File: src/b64_pkg.sv
`default_nettype none
package b64_pkg;

  localparam logic ModeEncode = 1'b0;
  localparam logic ModeDecode = 1'b1;

  localparam logic [7:0] PadChar = 8'h3D;

  localparam int QueueDepth = 2;

  // One request for the back end: up to four result bytes, shown in order.
  typedef struct packed {
    logic [3:0][7:0] bytes;     // bytes[0] goes out first
    logic [1:0]      last_idx;  // index of the final byte of this request
    logic            data;      // 0 for a bare end mark
    logic            last;      // the final byte closes the message
  } b64_job_t;

  typedef struct packed {
    logic     push;
    b64_job_t job;
  } b64_push_t;

  typedef struct packed {
    logic     avail;
    b64_job_t job;
  } b64_head_t;

  function automatic logic [7:0] enc_char(input logic [5:0] s);
    logic [7:0] w;
    w = {2'b00, s};
    if (s < 6'd26) begin
      return 8'h41 + w;
    end else if (s < 6'd52) begin
      return 8'h61 + w - 8'd26;
    end else if (s < 6'd62) begin
      return 8'h30 + w - 8'd52;
    end else if (s == 6'd62) begin
      return 8'h2B;
    end else begin
      return 8'h2F;
    end
  endfunction

  // Bit 6 set means the character is not in the alphabet.
  function automatic logic [6:0] dec_sextet(input logic [7:0] ch);
    logic [7:0] v;
    v = 8'h00;
    if (ch inside {[8'h41:8'h5A]}) begin
      v = ch - 8'h41;
    end else if (ch inside {[8'h61:8'h7A]}) begin
      v = ch - 8'h61 + 8'd26;
    end else if (ch inside {[8'h30:8'h39]}) begin
      v = ch - 8'h30 + 8'd52;
    end else if (ch == 8'h2B) begin
      v = 8'd62;
    end else if (ch == 8'h2F) begin
      v = 8'd63;
    end else begin
      return 7'h40;
    end
    return {1'b0, v[5:0]};
  endfunction

endpackage
`default_nettype wire

File: src/b64_if.sv
`default_nettype none
interface b64_in_if;
  logic       valid;
  logic       ready;
  logic [7:0] in_byte;
  logic       in_last;
  modport source (output valid, in_byte, in_last, input ready);
  modport sink (input valid, in_byte, in_last, output ready);
endinterface

interface b64_out_if;
  logic       valid;
  logic       ready;
  logic [7:0] out_byte;
  logic       out_valid;
  logic       out_last;
  modport source (output valid, out_byte, out_valid, out_last, input ready);
  modport sink (input valid, out_byte, out_valid, out_last, output ready);
endinterface

interface b64_cfg_if;
  logic valid;
  logic ready;
  logic mode;
  modport source (output valid, mode, input ready);
  modport sink (input valid, mode, output ready);
endinterface
`default_nettype wire

File: src/b64_front.sv
`default_nettype none
module b64_front (
  input  wire logic           clk_i,
  input  wire logic           rst_ni,
  b64_in_if.sink              in_i,
  b64_cfg_if.sink             cfg_i,
  input  wire logic           q_full_i,
  output b64_pkg::b64_push_t  push_o
);

  logic        mode_q, mode_d;
  logic [23:0] bits_q, bits_d;
  logic [1:0]  cnt_q, cnt_d;
  logic        stop_q, stop_d;

  logic        accept;
  logic [23:0] gb;
  logic [1:0]  c2;
  logic [6:0]  sx;
  logic        full;

  assign cfg_i.ready = 1'b1;
  assign in_i.ready  = !q_full_i && !cfg_i.valid;
  assign accept      = in_i.valid && in_i.ready;

  always_comb begin
    mode_d      = mode_q;
    bits_d      = bits_q;
    cnt_d       = cnt_q;
    stop_d      = stop_q;
    push_o      = '0;
    gb          = bits_q;
    c2          = cnt_q;
    sx          = b64_pkg::dec_sextet(in_i.in_byte);
    full        = 1'b0;
    if (cfg_i.valid) begin
      mode_d = cfg_i.mode;
      bits_d = '0;
      cnt_d  = '0;
      stop_d = 1'b0;
    end else if (accept) begin
      if (mode_q == b64_pkg::ModeEncode) begin
        case (cnt_q)
          2'd0:    gb = {in_i.in_byte, bits_q[15:0]};
          2'd1:    gb = {bits_q[23:16], in_i.in_byte, bits_q[7:0]};
          default: gb = {bits_q[23:8], in_i.in_byte};
        endcase
        push_o.job.bytes[0] = b64_pkg::enc_char(gb[23:18]);
        push_o.job.bytes[1] = b64_pkg::enc_char(gb[17:12]);
        push_o.job.bytes[2] = b64_pkg::enc_char(gb[11:6]);
        push_o.job.bytes[3] = b64_pkg::enc_char(gb[5:0]);
        push_o.job.last_idx = 2'd3;
        push_o.job.data     = 1'b1;
        if (cnt_q == 2'd2) begin
          push_o.push = 1'b1;
          bits_d      = '0;
          cnt_d       = '0;
        end else if (in_i.in_last) begin
          // A short final group is padded out to four characters.
          push_o.push = 1'b1;
          if (cnt_q == 2'd0) begin
            push_o.job.bytes[2] = b64_pkg::PadChar;
          end
          push_o.job.bytes[3] = b64_pkg::PadChar;
        end else begin
          bits_d = gb;
          cnt_d  = cnt_q + 2'd1;
        end
      end else begin
        if (!stop_q) begin
          if (!sx[6]) begin
            case (cnt_q)
              2'd0:    gb = {sx[5:0], bits_q[17:0]};
              2'd1:    gb = {bits_q[23:18], sx[5:0], bits_q[11:0]};
              2'd2:    gb = {bits_q[23:12], sx[5:0], bits_q[5:0]};
              default: gb = {bits_q[23:6], sx[5:0]};
            endcase
            c2 = cnt_q + 2'd1;
            full = (cnt_q == 2'd3);
          end else begin
            stop_d = 1'b1;
          end
        end
        push_o.job.bytes[0] = gb[23:16];
        push_o.job.bytes[1] = gb[15:8];
        push_o.job.bytes[2] = gb[7:0];
        push_o.job.bytes[3] = 8'h00;
        push_o.job.data     = 1'b1;
        if (full) begin
          push_o.push         = 1'b1;
          push_o.job.last_idx = 2'd2;
          gb = '0;
        end else if (in_i.in_last) begin
          push_o.push = 1'b1;
          if (c2 >= 2'd2) begin
            push_o.job.last_idx = c2 - 2'd2;
          end else begin
            // Nothing left to decode: send only the end mark.
            push_o.job.bytes    = '0;
            push_o.job.last_idx = 2'd0;
            push_o.job.data     = 1'b0;
          end
        end
        bits_d = gb;
        cnt_d  = c2;
      end
      if (in_i.in_last) begin
        push_o.job.last = 1'b1;
        bits_d = '0;
        cnt_d  = '0;
        stop_d = 1'b0;
      end
    end
  end

  always_ff @(posedge clk_i or negedge rst_ni) begin
    if (!rst_ni) begin
      mode_q <= b64_pkg::ModeEncode;
      bits_q <= '0;
      cnt_q  <= '0;
      stop_q <= 1'b0;
    end else begin
      mode_q <= mode_d;
      bits_q <= bits_d;
      cnt_q  <= cnt_d;
      stop_q <= stop_d;
    end
  end

endmodule
`default_nettype wire

File: src/b64_queue.sv
`default_nettype none
module b64_queue (
  input  wire logic                clk_i,
  input  wire logic                rst_ni,
  input  wire b64_pkg::b64_push_t  push_i,
  input  wire logic                pop_i,
  output logic                     full_o,
  output b64_pkg::b64_head_t       head_o
);

  b64_pkg::b64_job_t mem_q [b64_pkg::QueueDepth];
  logic       wr_ptr_q, wr_ptr_d;
  logic       rd_ptr_q, rd_ptr_d;
  logic [1:0] cnt_q, cnt_d;

  assign full_o       = (cnt_q == 2'(b64_pkg::QueueDepth));
  assign head_o.avail = (cnt_q != 2'd0);
  assign head_o.job   = mem_q[rd_ptr_q];

  always_comb begin
    wr_ptr_d = wr_ptr_q;
    rd_ptr_d = rd_ptr_q;
    cnt_d    = cnt_q;
    if (push_i.push) begin
      wr_ptr_d = !wr_ptr_q;
    end
    if (pop_i) begin
      rd_ptr_d = !rd_ptr_q;
    end
    case ({push_i.push, pop_i})
      2'b10:   cnt_d = cnt_q + 2'd1;
      2'b01:   cnt_d = cnt_q - 2'd1;
      default: cnt_d = cnt_q;
    endcase
  end

  always_ff @(posedge clk_i) begin
    if (push_i.push) begin
      mem_q[wr_ptr_q] <= push_i.job;
    end
  end

  always_ff @(posedge clk_i or negedge rst_ni) begin
    if (!rst_ni) begin
      wr_ptr_q <= 1'b0;
      rd_ptr_q <= 1'b0;
      cnt_q    <= '0;
    end else begin
      wr_ptr_q <= wr_ptr_d;
      rd_ptr_q <= rd_ptr_d;
      cnt_q    <= cnt_d;
    end
  end

endmodule
`default_nettype wire

File: src/b64_back.sv
`default_nettype none
module b64_back (
  input  wire logic                clk_i,
  input  wire logic                rst_ni,
  input  wire b64_pkg::b64_head_t  head_i,
  output logic                     pop_o,
  b64_out_if.source                out_o
);

  b64_pkg::b64_job_t job_q, job_d;
  logic       busy_q, busy_d;
  logic [1:0] idx_q, idx_d;
  logic       done;

  assign out_o.valid     = busy_q;
  assign out_o.out_byte  = job_q.bytes[idx_q];
  assign out_o.out_valid = job_q.data;
  assign out_o.out_last  = job_q.last && (idx_q == job_q.last_idx);

  // The request in hand finishes when its final byte is taken.
  assign done  = busy_q && out_o.ready && (idx_q == job_q.last_idx);
  assign pop_o = head_i.avail && (!busy_q || done);

  always_comb begin
    job_d  = job_q;
    busy_d = busy_q;
    idx_d  = idx_q;
    if (pop_o) begin
      job_d  = head_i.job;
      busy_d = 1'b1;
      idx_d  = 2'd0;
    end else if (done) begin
      busy_d = 1'b0;
    end else if (busy_q && out_o.ready) begin
      idx_d = idx_q + 2'd1;
    end
  end

  always_ff @(posedge clk_i) begin
    job_q <= job_d;
  end

  always_ff @(posedge clk_i or negedge rst_ni) begin
    if (!rst_ni) begin
      busy_q <= 1'b0;
      idx_q  <= '0;
    end else begin
      busy_q <= busy_d;
      idx_q  <= idx_d;
    end
  end

endmodule
`default_nettype wire

File: src/base64_stream_codec.sv
// Streaming base64 codec with the standard alphabet. A write to the configuration
// channel selects encode (mode 0) or decode (mode 1) and drops any message in
// progress; write it only while the block is idle. The input side takes one item
// per cycle as long as the two-entry request queue has room and no configuration
// write is pending; the output side sends one result per cycle from a request
// register while the receiver is ready. Encoding three bytes thus yields four
// results and decoding four characters three, so the output port sets the
// sustained rate when encoding and the input port when decoding. A last item
// that decodes to nothing yields one result with out_valid low and out_last high.
`default_nettype none
module base64_stream_codec (
  input  wire logic  clk_i,
  input  wire logic  rst_ni,
  b64_in_if.sink     in_i,
  b64_cfg_if.sink    cfg_i,
  b64_out_if.source  out_o
);

  b64_pkg::b64_push_t push;
  b64_pkg::b64_head_t head;
  logic               q_full;
  logic               pop;

  b64_front u_front (
    .clk_i    (clk_i),
    .rst_ni   (rst_ni),
    .in_i     (in_i),
    .cfg_i    (cfg_i),
    .q_full_i (q_full),
    .push_o   (push)
  );

  b64_queue u_queue (
    .clk_i  (clk_i),
    .rst_ni (rst_ni),
    .push_i (push),
    .pop_i  (pop),
    .full_o (q_full),
    .head_o (head)
  );

  b64_back u_back (
    .clk_i  (clk_i),
    .rst_ni (rst_ni),
    .head_i (head),
    .pop_o  (pop),
    .out_o  (out_o)
  );

endmodule
`default_nettype wire

File: src/flat_wrapper.sv
// flat-port wrapper written by rule: the top's interface ports become plain ports
module base64_stream_codec_flat 
  (clk_i, rst_ni, in_i_valid, in_i_in_byte, in_i_in_last, in_i_ready, cfg_i_valid, cfg_i_mode, cfg_i_ready, out_o_valid, out_o_out_byte, out_o_out_valid, out_o_out_last, out_o_ready);
  b64_in_if in_i_i ();
  b64_cfg_if cfg_i_i ();
  b64_out_if out_o_i ();
  input  wire logic clk_i;
  input  wire logic rst_ni;
  input wire logic [$bits(in_i_i.valid)-1:0] in_i_valid;
  input wire logic [$bits(in_i_i.in_byte)-1:0] in_i_in_byte;
  input wire logic [$bits(in_i_i.in_last)-1:0] in_i_in_last;
  output wire logic [$bits(in_i_i.ready)-1:0] in_i_ready;
  input wire logic [$bits(cfg_i_i.valid)-1:0] cfg_i_valid;
  input wire logic [$bits(cfg_i_i.mode)-1:0] cfg_i_mode;
  output wire logic [$bits(cfg_i_i.ready)-1:0] cfg_i_ready;
  output wire logic [$bits(out_o_i.valid)-1:0] out_o_valid;
  output wire logic [$bits(out_o_i.out_byte)-1:0] out_o_out_byte;
  output wire logic [$bits(out_o_i.out_valid)-1:0] out_o_out_valid;
  output wire logic [$bits(out_o_i.out_last)-1:0] out_o_out_last;
  input wire logic [$bits(out_o_i.ready)-1:0] out_o_ready;
  assign in_i_i.valid = in_i_valid;
  assign in_i_i.in_byte = in_i_in_byte;
  assign in_i_i.in_last = in_i_in_last;
  assign in_i_ready = in_i_i.ready;
  assign cfg_i_i.valid = cfg_i_valid;
  assign cfg_i_i.mode = cfg_i_mode;
  assign cfg_i_ready = cfg_i_i.ready;
  assign out_o_valid = out_o_i.valid;
  assign out_o_out_byte = out_o_i.out_byte;
  assign out_o_out_valid = out_o_i.out_valid;
  assign out_o_out_last = out_o_i.out_last;
  assign out_o_i.ready = out_o_ready;
  base64_stream_codec u_core (.clk_i(clk_i), .rst_ni(rst_ni), .in_i(in_i_i), .cfg_i(cfg_i_i), .out_o(out_o_i));
endmodule
File: config.mk
export PLATFORM = sky130hd
export DESIGN_NAME = base64_stream_codec_flat
export DESIGN_NICKNAME = d
export VERILOG_FILES = /design/src/b64_pkg.sv /design/src/b64_if.sv /design/src/b64_front.sv /design/src/b64_queue.sv /design/src/b64_back.sv /design/src/base64_stream_codec.sv /design/src/flat_wrapper.sv
export SDC_FILE = /design/constraint.sdc
export NUM_CORES = 1
export LEC_CHECK = 0
export BUFFER_PORTS_ARGS = -buffer_cell sky130_fd_sc_hd__buf_2
export CAP_MARGIN = 20
export CORE_ASPECT_RATIO = 0.6
export CORE_MARGIN = 10
export CORE_UTILIZATION = 35
export DETAILED_ROUTE_END_ITERATION = 10
export GPL_TIMING_DRIVEN = 0
export PLACE_DENSITY = 0.57
export SETUP_SLACK_MARGIN = 0.5
export SYNTH_ARGS = -nofsm -noshare
export SYNTH_HDL_FRONTEND = slang
export SYNTH_SLANG_ARGS = --single-unit
export TNS_END_PERCENT = 50
File: constraint.sdc
create_clock -name clk_i -period 6 [get_ports clk_i]
set_input_delay 0 -clock clk_i [delete_from_list [all_inputs] [get_ports clk_i]]
set_output_delay 0 -clock clk_i [all_outputs]
set_load 0.005 [all_outputs]
# Word level (Yosys, flattened, before mapping)
# Memories as Yosys holds them, arrays and structs flattened. A register that Yosys moved wholly into a read port is not among the register bits.
# Cells that the tools add are included.
# word_totals
output_inout_bits	13
input_bits	15
wordCells	190
n_memories	1
reg_bits	35
ramBits	72
# mem_list
memory	depth	word_bits	rd	rd_ports_with_merged_regs	write_ports	line	source
u_core.u_queue.mem_q	2	36	1	1	1	b64_queue.sv:11	b64_pkg::b64_job_t mem_q [b64_pkg::QueueDepth];
# classes
reduce_logical	24
add_sub_neg	30
n_mux	92
n_lt_le_gt_ge	20
n_eq_ne	14
# op_table
operator	n
two-way mux 24 bit	12
two-way mux 8 bit	14
two-way mux 37 bit	2
two-way mux 36 bit	2
case mux 24 bit (3 select lines)	1
adder 7 x 6 -> 8 bit, first input constant	8
< comparator 6 bit, second input constant	8
case mux 24 bit (2 select lines)	1
two-way mux 7 bit	6
two-way mux 32 bit	1
subtractor 7 x 6 -> 8 bit, second input constant	4
subtractor 8 x 5 -> 8 bit, second input constant	4
two-way mux 2 bit	15
two-way mux 6 bit	5
adder 6 x 6 -> 7 bit, first input constant	4
two-way mux 1 bit	25
== test 6 bit, second input constant	4
< comparator 6 x 5 -> 1 bit, second input constant	4
two-way mux 17 bit	1
binary-select mux 8 bit (select 2 bit)	1
== test 8 x 6 -> 1 bit, second input constant	2
>= comparator 8 x 7 -> 1 bit, second input constant	2
<= comparator 8 x 7 -> 1 bit, second input constant	2
two-way mux 16 bit	1
other kinds (24)	51

# Depth between registers and ports, before layout
# logic_depth
depth_word	21
ltp_mapped	15
ltp_nobuf	14

# Modules after synthesis
# Synthesis repeated with hierarchy kept, for this count alone.
# unflattened
hier_cells	805
hier_area_um2	8913.5
# by_module_without_submodules
module	cells_per_inst	seq_area_each_um2	n_inst	area_per_inst_um2
b64_front	607	700.7	1	4461.8
b64_queue	128	2262.2	1	2934.1
b64_back	70	1156.1	1	1517.7

# Worst setup path after synthesis
# Ideal clock, no wire load.
# synth_path
kind	reg2reg
start	reg u_core.u_back.idx_q[1]
end	reg u_core.u_queue.cnt_q[1]
required_ps	5920
setup_time_ps	80
path_stages_with_launch	8
synth_period_minus_slack_ps	3827
path_slack_ps	2173
t_arrival_ps	3747
n_path_buf	1
path_cell_list	dfrtp_1 clkbuf_1 xnor2_1 nand3_1 a22oi_1 ha_1 nor2_1 xnor2_1
# synth_between
elab_chain_cells	6
elab_cells_between_ends	8
cone_classes	eq/ne (3); mux (1); reduce/logical (4)
# synth_rtl
element	line	source
start, declared	b64_back.sv:12	logic [1:0] idx_q, idx_d;
start signal, assigned	b64_back.sv:49	idx_q <= idx_d;
== test 2 bit *	b64_back.sv:21	assign done = busy_q && out_o.ready && (idx_q == job_q.last_idx);
logical AND 1 bit *	b64_back.sv:21	
logical OR 1 bit *	b64_back.sv:22	assign pop_o = head_i.avail && (!busy_q || done);
logical AND 1 bit *	b64_back.sv:22	
named net u_core.pop	base64_stream_codec.sv:22	logic pop;
== test 2 x 1 -> 1 bit / == test 2 bit (equally long branches)	b64_queue.sv:30	case ({push_i.push, pop_i})
case mux 2 bit (2 select lines) / nonzero test 2 bit (equally long branches)	-	
end signal, assigned	b64_queue.sv:51	cnt_q <= cnt_d;
end, declared	b64_queue.sv:14	logic [1:0] cnt_q, cnt_d;
# Mark *: on every way through the listed nets, which the timed path passes. The rest lies on a longest branch.
# A chain may end at the register's enable or synchronous reset.

==> flow_summary_export.csv <==
group,metric,value,unit
routing,highest_layer,"met4",
global_route,grt.total_usage,0.1780,
power_and_ir_drop,leakagePower,3.663,nW
die,die_h,143.9,um
clock_network,tritoncts,"done",
clock_network,ctsResizeCount,0,
logic_synthesis,postSynthAreaPerCell,10.87,sq um
sta,max_freq,202.7,MHz
finish,finish.instance_area,10250,sq um
sta,fin_skew,0.01261,ns
logic_synthesis,mappedNetlistNets,876,
worst_setup_path,timing.critical_path.fanout_max,10,
logic_synthesis,syn-instance-count,824,
clock_network,number_of_buffers_inserted_during_clock_tree_synthesis,17,
logic_synthesis,post_synthesis_async_set_or_reset_flop_share,0.2448,
placed_design,dp_hpwl,21180,um
finish,drive_gt1_frac,0.2013,
worst_setup_path,setup.worst_path.class,"reg2reg",
sta,rsz0062_at_grt,"false",
logic_synthesis,yosysSeqAreaShare,0.4599,
logic_synthesis,synth.distinct_cells,93,
power_and_ir_drop,peakVddDrop,238.3,uV
placed_design,postPlaceCellArea,9590,sq um
run_status,result_of_the_run,"finished, violations left",
worst_hold_path,hold_path_class,"in2reg",
global_route,number_of_antenna_violations_at_the_first_check_in_global_routing,3,
worst_setup_path,critical_path.cell_chain,"inv_1, ha_1, buf_2, buf_2, a22oi_1, inv_1, ha_1, nor2b_1, or3b_1, buf_2, o22a_1, a221oi_1",
worst_setup_path,worstPathRequired,6.04,ns
sta,hold-worst-slack,-0.0009873,ns
routing,routed_wire_length_per_instance,23.63,um
finish,final_core_density,0.4065,
die,coreArea,25220,sq um
placed_design,placement.io_buffers,24,
worst_setup_path,worst_path_max_delay_cell,"sky130_fd_sc_hd__a221oi_1",
worst_setup_path,worst_ep_arrival_time,4.98,ns
clock_network,cts-htree-levels,4,
finish,design.final.nets,928,
power_and_ir_drop,power_density,351.1,nW/um^2
logic_synthesis,cell_types_with_the_largest_area_share_after_synthesis,"sky130_fd_sc_hd__edfxtp_1, sky130_fd_sc_hd__dfrtp_1, sky130_fd_sc_hd__ha_1, sky130_fd_sc_hd__mux2_2, sky130_fd_sc_hd__a21oi_1",
die,die_area,32600,sq um
logic_synthesis,post-synth-top-count-cell,"sky130_fd_sc_hd__edfxtp_1",
clock_network,library_cell_used_as_clock_root_buffer,"sky130_fd_sc_hd__clkbuf_16",
sta,period_needed,4.933,ns
flow_run,maxCapViolations,0,
logic_synthesis,yosys_most_used_dff,"sky130_fd_sc_hd__edfxtp_1",
worst_setup_path,crit_top_cell,"sky130_fd_sc_hd__buf_2",
clock_network,cts_max_path_buffers,2,
routing,drt-met1-wl,13930,um
global_route,grt_pass1_wl,43790,um
logic_synthesis,yosys_register_bits,143,
die,floorplan.rows,45,
sta,finalCritPeriodShare,0.8221,
global_route,grt_overflow,0,
sta,tightestPinTransition,1.245,ns
logic_synthesis,synthesis.area,8956,sq um
clock_network,clkSinkCount,143,
placed_design,pre_cts_ws,1.407,ns
routing,dr.first_iter.drc_count,1193,
routing,drt_pre_antenna_iters,5,
clock_network,worstSkewPairLatency,0.43,ns
routing,met3_wl_post_dr,3323,um
logic_synthesis,ys_warn_count,0,
sta,slew_headroom,0.1699,
routing,vias_per_cell,6.101,
global_route,via_count_of_the_first_global_routing_pass,6804,
routing,detailroute.via_count,7437,
logic_synthesis,synth-edff-count,108,
die,initial_core_util,0.3551,
global_route,grt_max_degree,36,
sta,totalNegativeSetupSlack,0,ns
routing,drc,0,
placed_design,gpl.final_weighted_congestion,0.9648,
sta,timing_max_transition_violations_final,0,
routing,met2_length,11220,um
routing,wl,28810,um
logic_synthesis,yosysTopAreaCell,"sky130_fd_sc_hd__edfxtp_1",
sta,final_hold_violating_endpoints,1,
logic_synthesis,synth.top_cell.area_share,0.3621,
worst_setup_path,cp_peak_stage_delay,1.04,ns
die,die-width,226.5,um
clock_network,worst_setup_hold_path_clk_slew,0.06,ns
run_status,violations,"negative hold slack",
die,ios,28,
worst_setup_path,cp_launch_type,"register",
logic_synthesis,synth.top_cells.by_count,"sky130_fd_sc_hd__edfxtp_1, sky130_fd_sc_hd__nand2_1, sky130_fd_sc_hd__a21oi_1, sky130_fd_sc_hd__o21ai_0, sky130_fd_sc_hd__nor2_1",
sta,finalWorstSetupSlack,1.067,ns
sta,setup_violations,0,
routing,postRouteAntennaNets,0,
worst_setup_path,end_kind,"register",
finish,fillerInstances,2433,
finish,flow.area_growth_from_synthesis,14.49,%
==> per-stage QoR <==
stage / hold slack, ns / std cells / total power (W)
global placement: 0.1983 / 1177 / 0.002460
detailed placement: 0.2051 / 1181 / 0.002495
finish: -0.0009873 / 1219 / 0.003600
global route: 0.01995 / 1218 / 0.003772
CTS: 0.003586 / 1218 / 0.003601
floorplan: -0.2956 / 824 / 0.002087
==> critical path, delay by kind of cell (launching register included) <==
kind	cells	cell delay [ns]
AOI/OAI and AO/OA	3	1.88
buffers and inverters	5	1.02
adders and majority gates	2	0.61
and+or+nand+nor	2	0.52
DFF	1	0.50
==> final timing paths <==
| path | startpoint | to | slack, ns | depth (start not counted) |
|---|---|---|---|---|
| hold / removal | cfg_i_valid | u_core.u_front.stop_q | -0.001 | 3 |
| hold reg to reg | u_core.u_front.bits_q[5] | u_core.u_front.bits_q[5] | 0.52 | 2 |
| setup / recovery | u_core.u_front.cnt_q[1] | u_core.u_queue.mem_q[1][22] | 1.07 | 12 |
| max in group asynchronous | rst_ni | u_core.u_front.cnt_q[1] | 5.12 | 2 |
| setup reg to reg | u_core.u_front.cnt_q[1] | u_core.u_queue.mem_q[1][22] | 1.07 | 12 |
| min in group asynchronous | rst_ni | u_core.u_back.idx_q[1] | 0.26 | 2 |
==> report_power, final <==
group / switching [W] / total, W / internal (W)
clock network: 0.000419 / 0.00111 / 0.000686
logic: 0.000715 / 0.00116 / 0.000446
registers: 0.0000597 / 0.00133 / 0.00127
total: 0.00119 / 0.00360 / 0.00241
==> state kept, by name (all words and copies together) (netlist names) <==
| register | flops |
|---|---|
| u_core.u_back.idx_q | 2 |
| u_core.u_back.job_q | 35 |
| u_core.u_back.out_o.out_valid | 1 |
| u_core.u_back.out_o.valid | 1 |
| u_core.u_front.bits_q | 24 |
| u_core.u_front.cnt_q | 2 |
| u_core.u_front.mode_q | 1 |
| u_core.u_front.stop_q | 1 |
| u_core.u_queue.cnt_q | 2 |
| u_core.u_queue.mem_q | 72 |
| u_core.u_queue.rd_ptr_q | 1 |
| u_core.u_queue.wr_ptr_q | 1 |
==> what timing repair did <==
item	in CTS	in global routing
hold buffers	5	0
setup buffers	0	0
endpoints found under the hold margin	39	0
==> cell usage in the layout, fill, tap and decap left out, types with 17 or more instances in the layout <==
master	instances
sky130_fd_sc_hd__edfxtp_1	108
sky130_fd_sc_hd__nand2_1	71
sky130_fd_sc_hd__a21oi_1	54
sky130_fd_sc_hd__o21ai_0	46
sky130_fd_sc_hd__buf_2	42
sky130_fd_sc_hd__nor2_1	42
sky130_fd_sc_hd__inv_1	40
sky130_fd_sc_hd__mux2_2	40
sky130_fd_sc_hd__ha_1	37
sky130_fd_sc_hd__dfrtp_1	35
sky130_fd_sc_hd__nand3_1	25
sky130_fd_sc_hd__clkbuf_1	21
sky130_fd_sc_hd__a22oi_1	18
sky130_fd_sc_hd__clkbuf_16	17
==> layer usage <==
layer | up-vias | GRT usage
met3 | 39 | 0.04843
met2 | 438 | 0.2338
li1 | 3305 | -
met4 | 0 | 0.03902
met1 | 3655 | 0.2757
met5 | - | 0
==> layout make-up <==
class	instances	area [sq um]	area share
Clock buffer	22	474.2	0.04625
Clock inverter	10	136.4	0.01330
Buffer	46	232.7	0.02270
Sequential cell	143	4119	0.4017
Timing Repair Buffer	33	252.7	0.02465
Inverter	43	163.9	0.01599
Tap cell	329	411.6	0.04015
Multi-Input combinational cell	592	4461	0.4350
Antenna cell	1	2.502	0.0002441
==> cells by family (layout without fill, tap and decap cells) <==
group	count (synthesis)	after routing	synth area share
adder cells (fa/ha/maj)	37	37	0.05169
XOR/XNOR	16	16	0.01565
AO/OA/AOI/OAI	276	276	0.2388
flip-flops	143	143	0.4599
buffers and inverters	89	154	0.04429
other	1	2	0.0004187
AND/OR/NAND/NOR	208	208	0.1122
multiplexers	54	54	0.07712
Power figures use the tool's default switching activity.
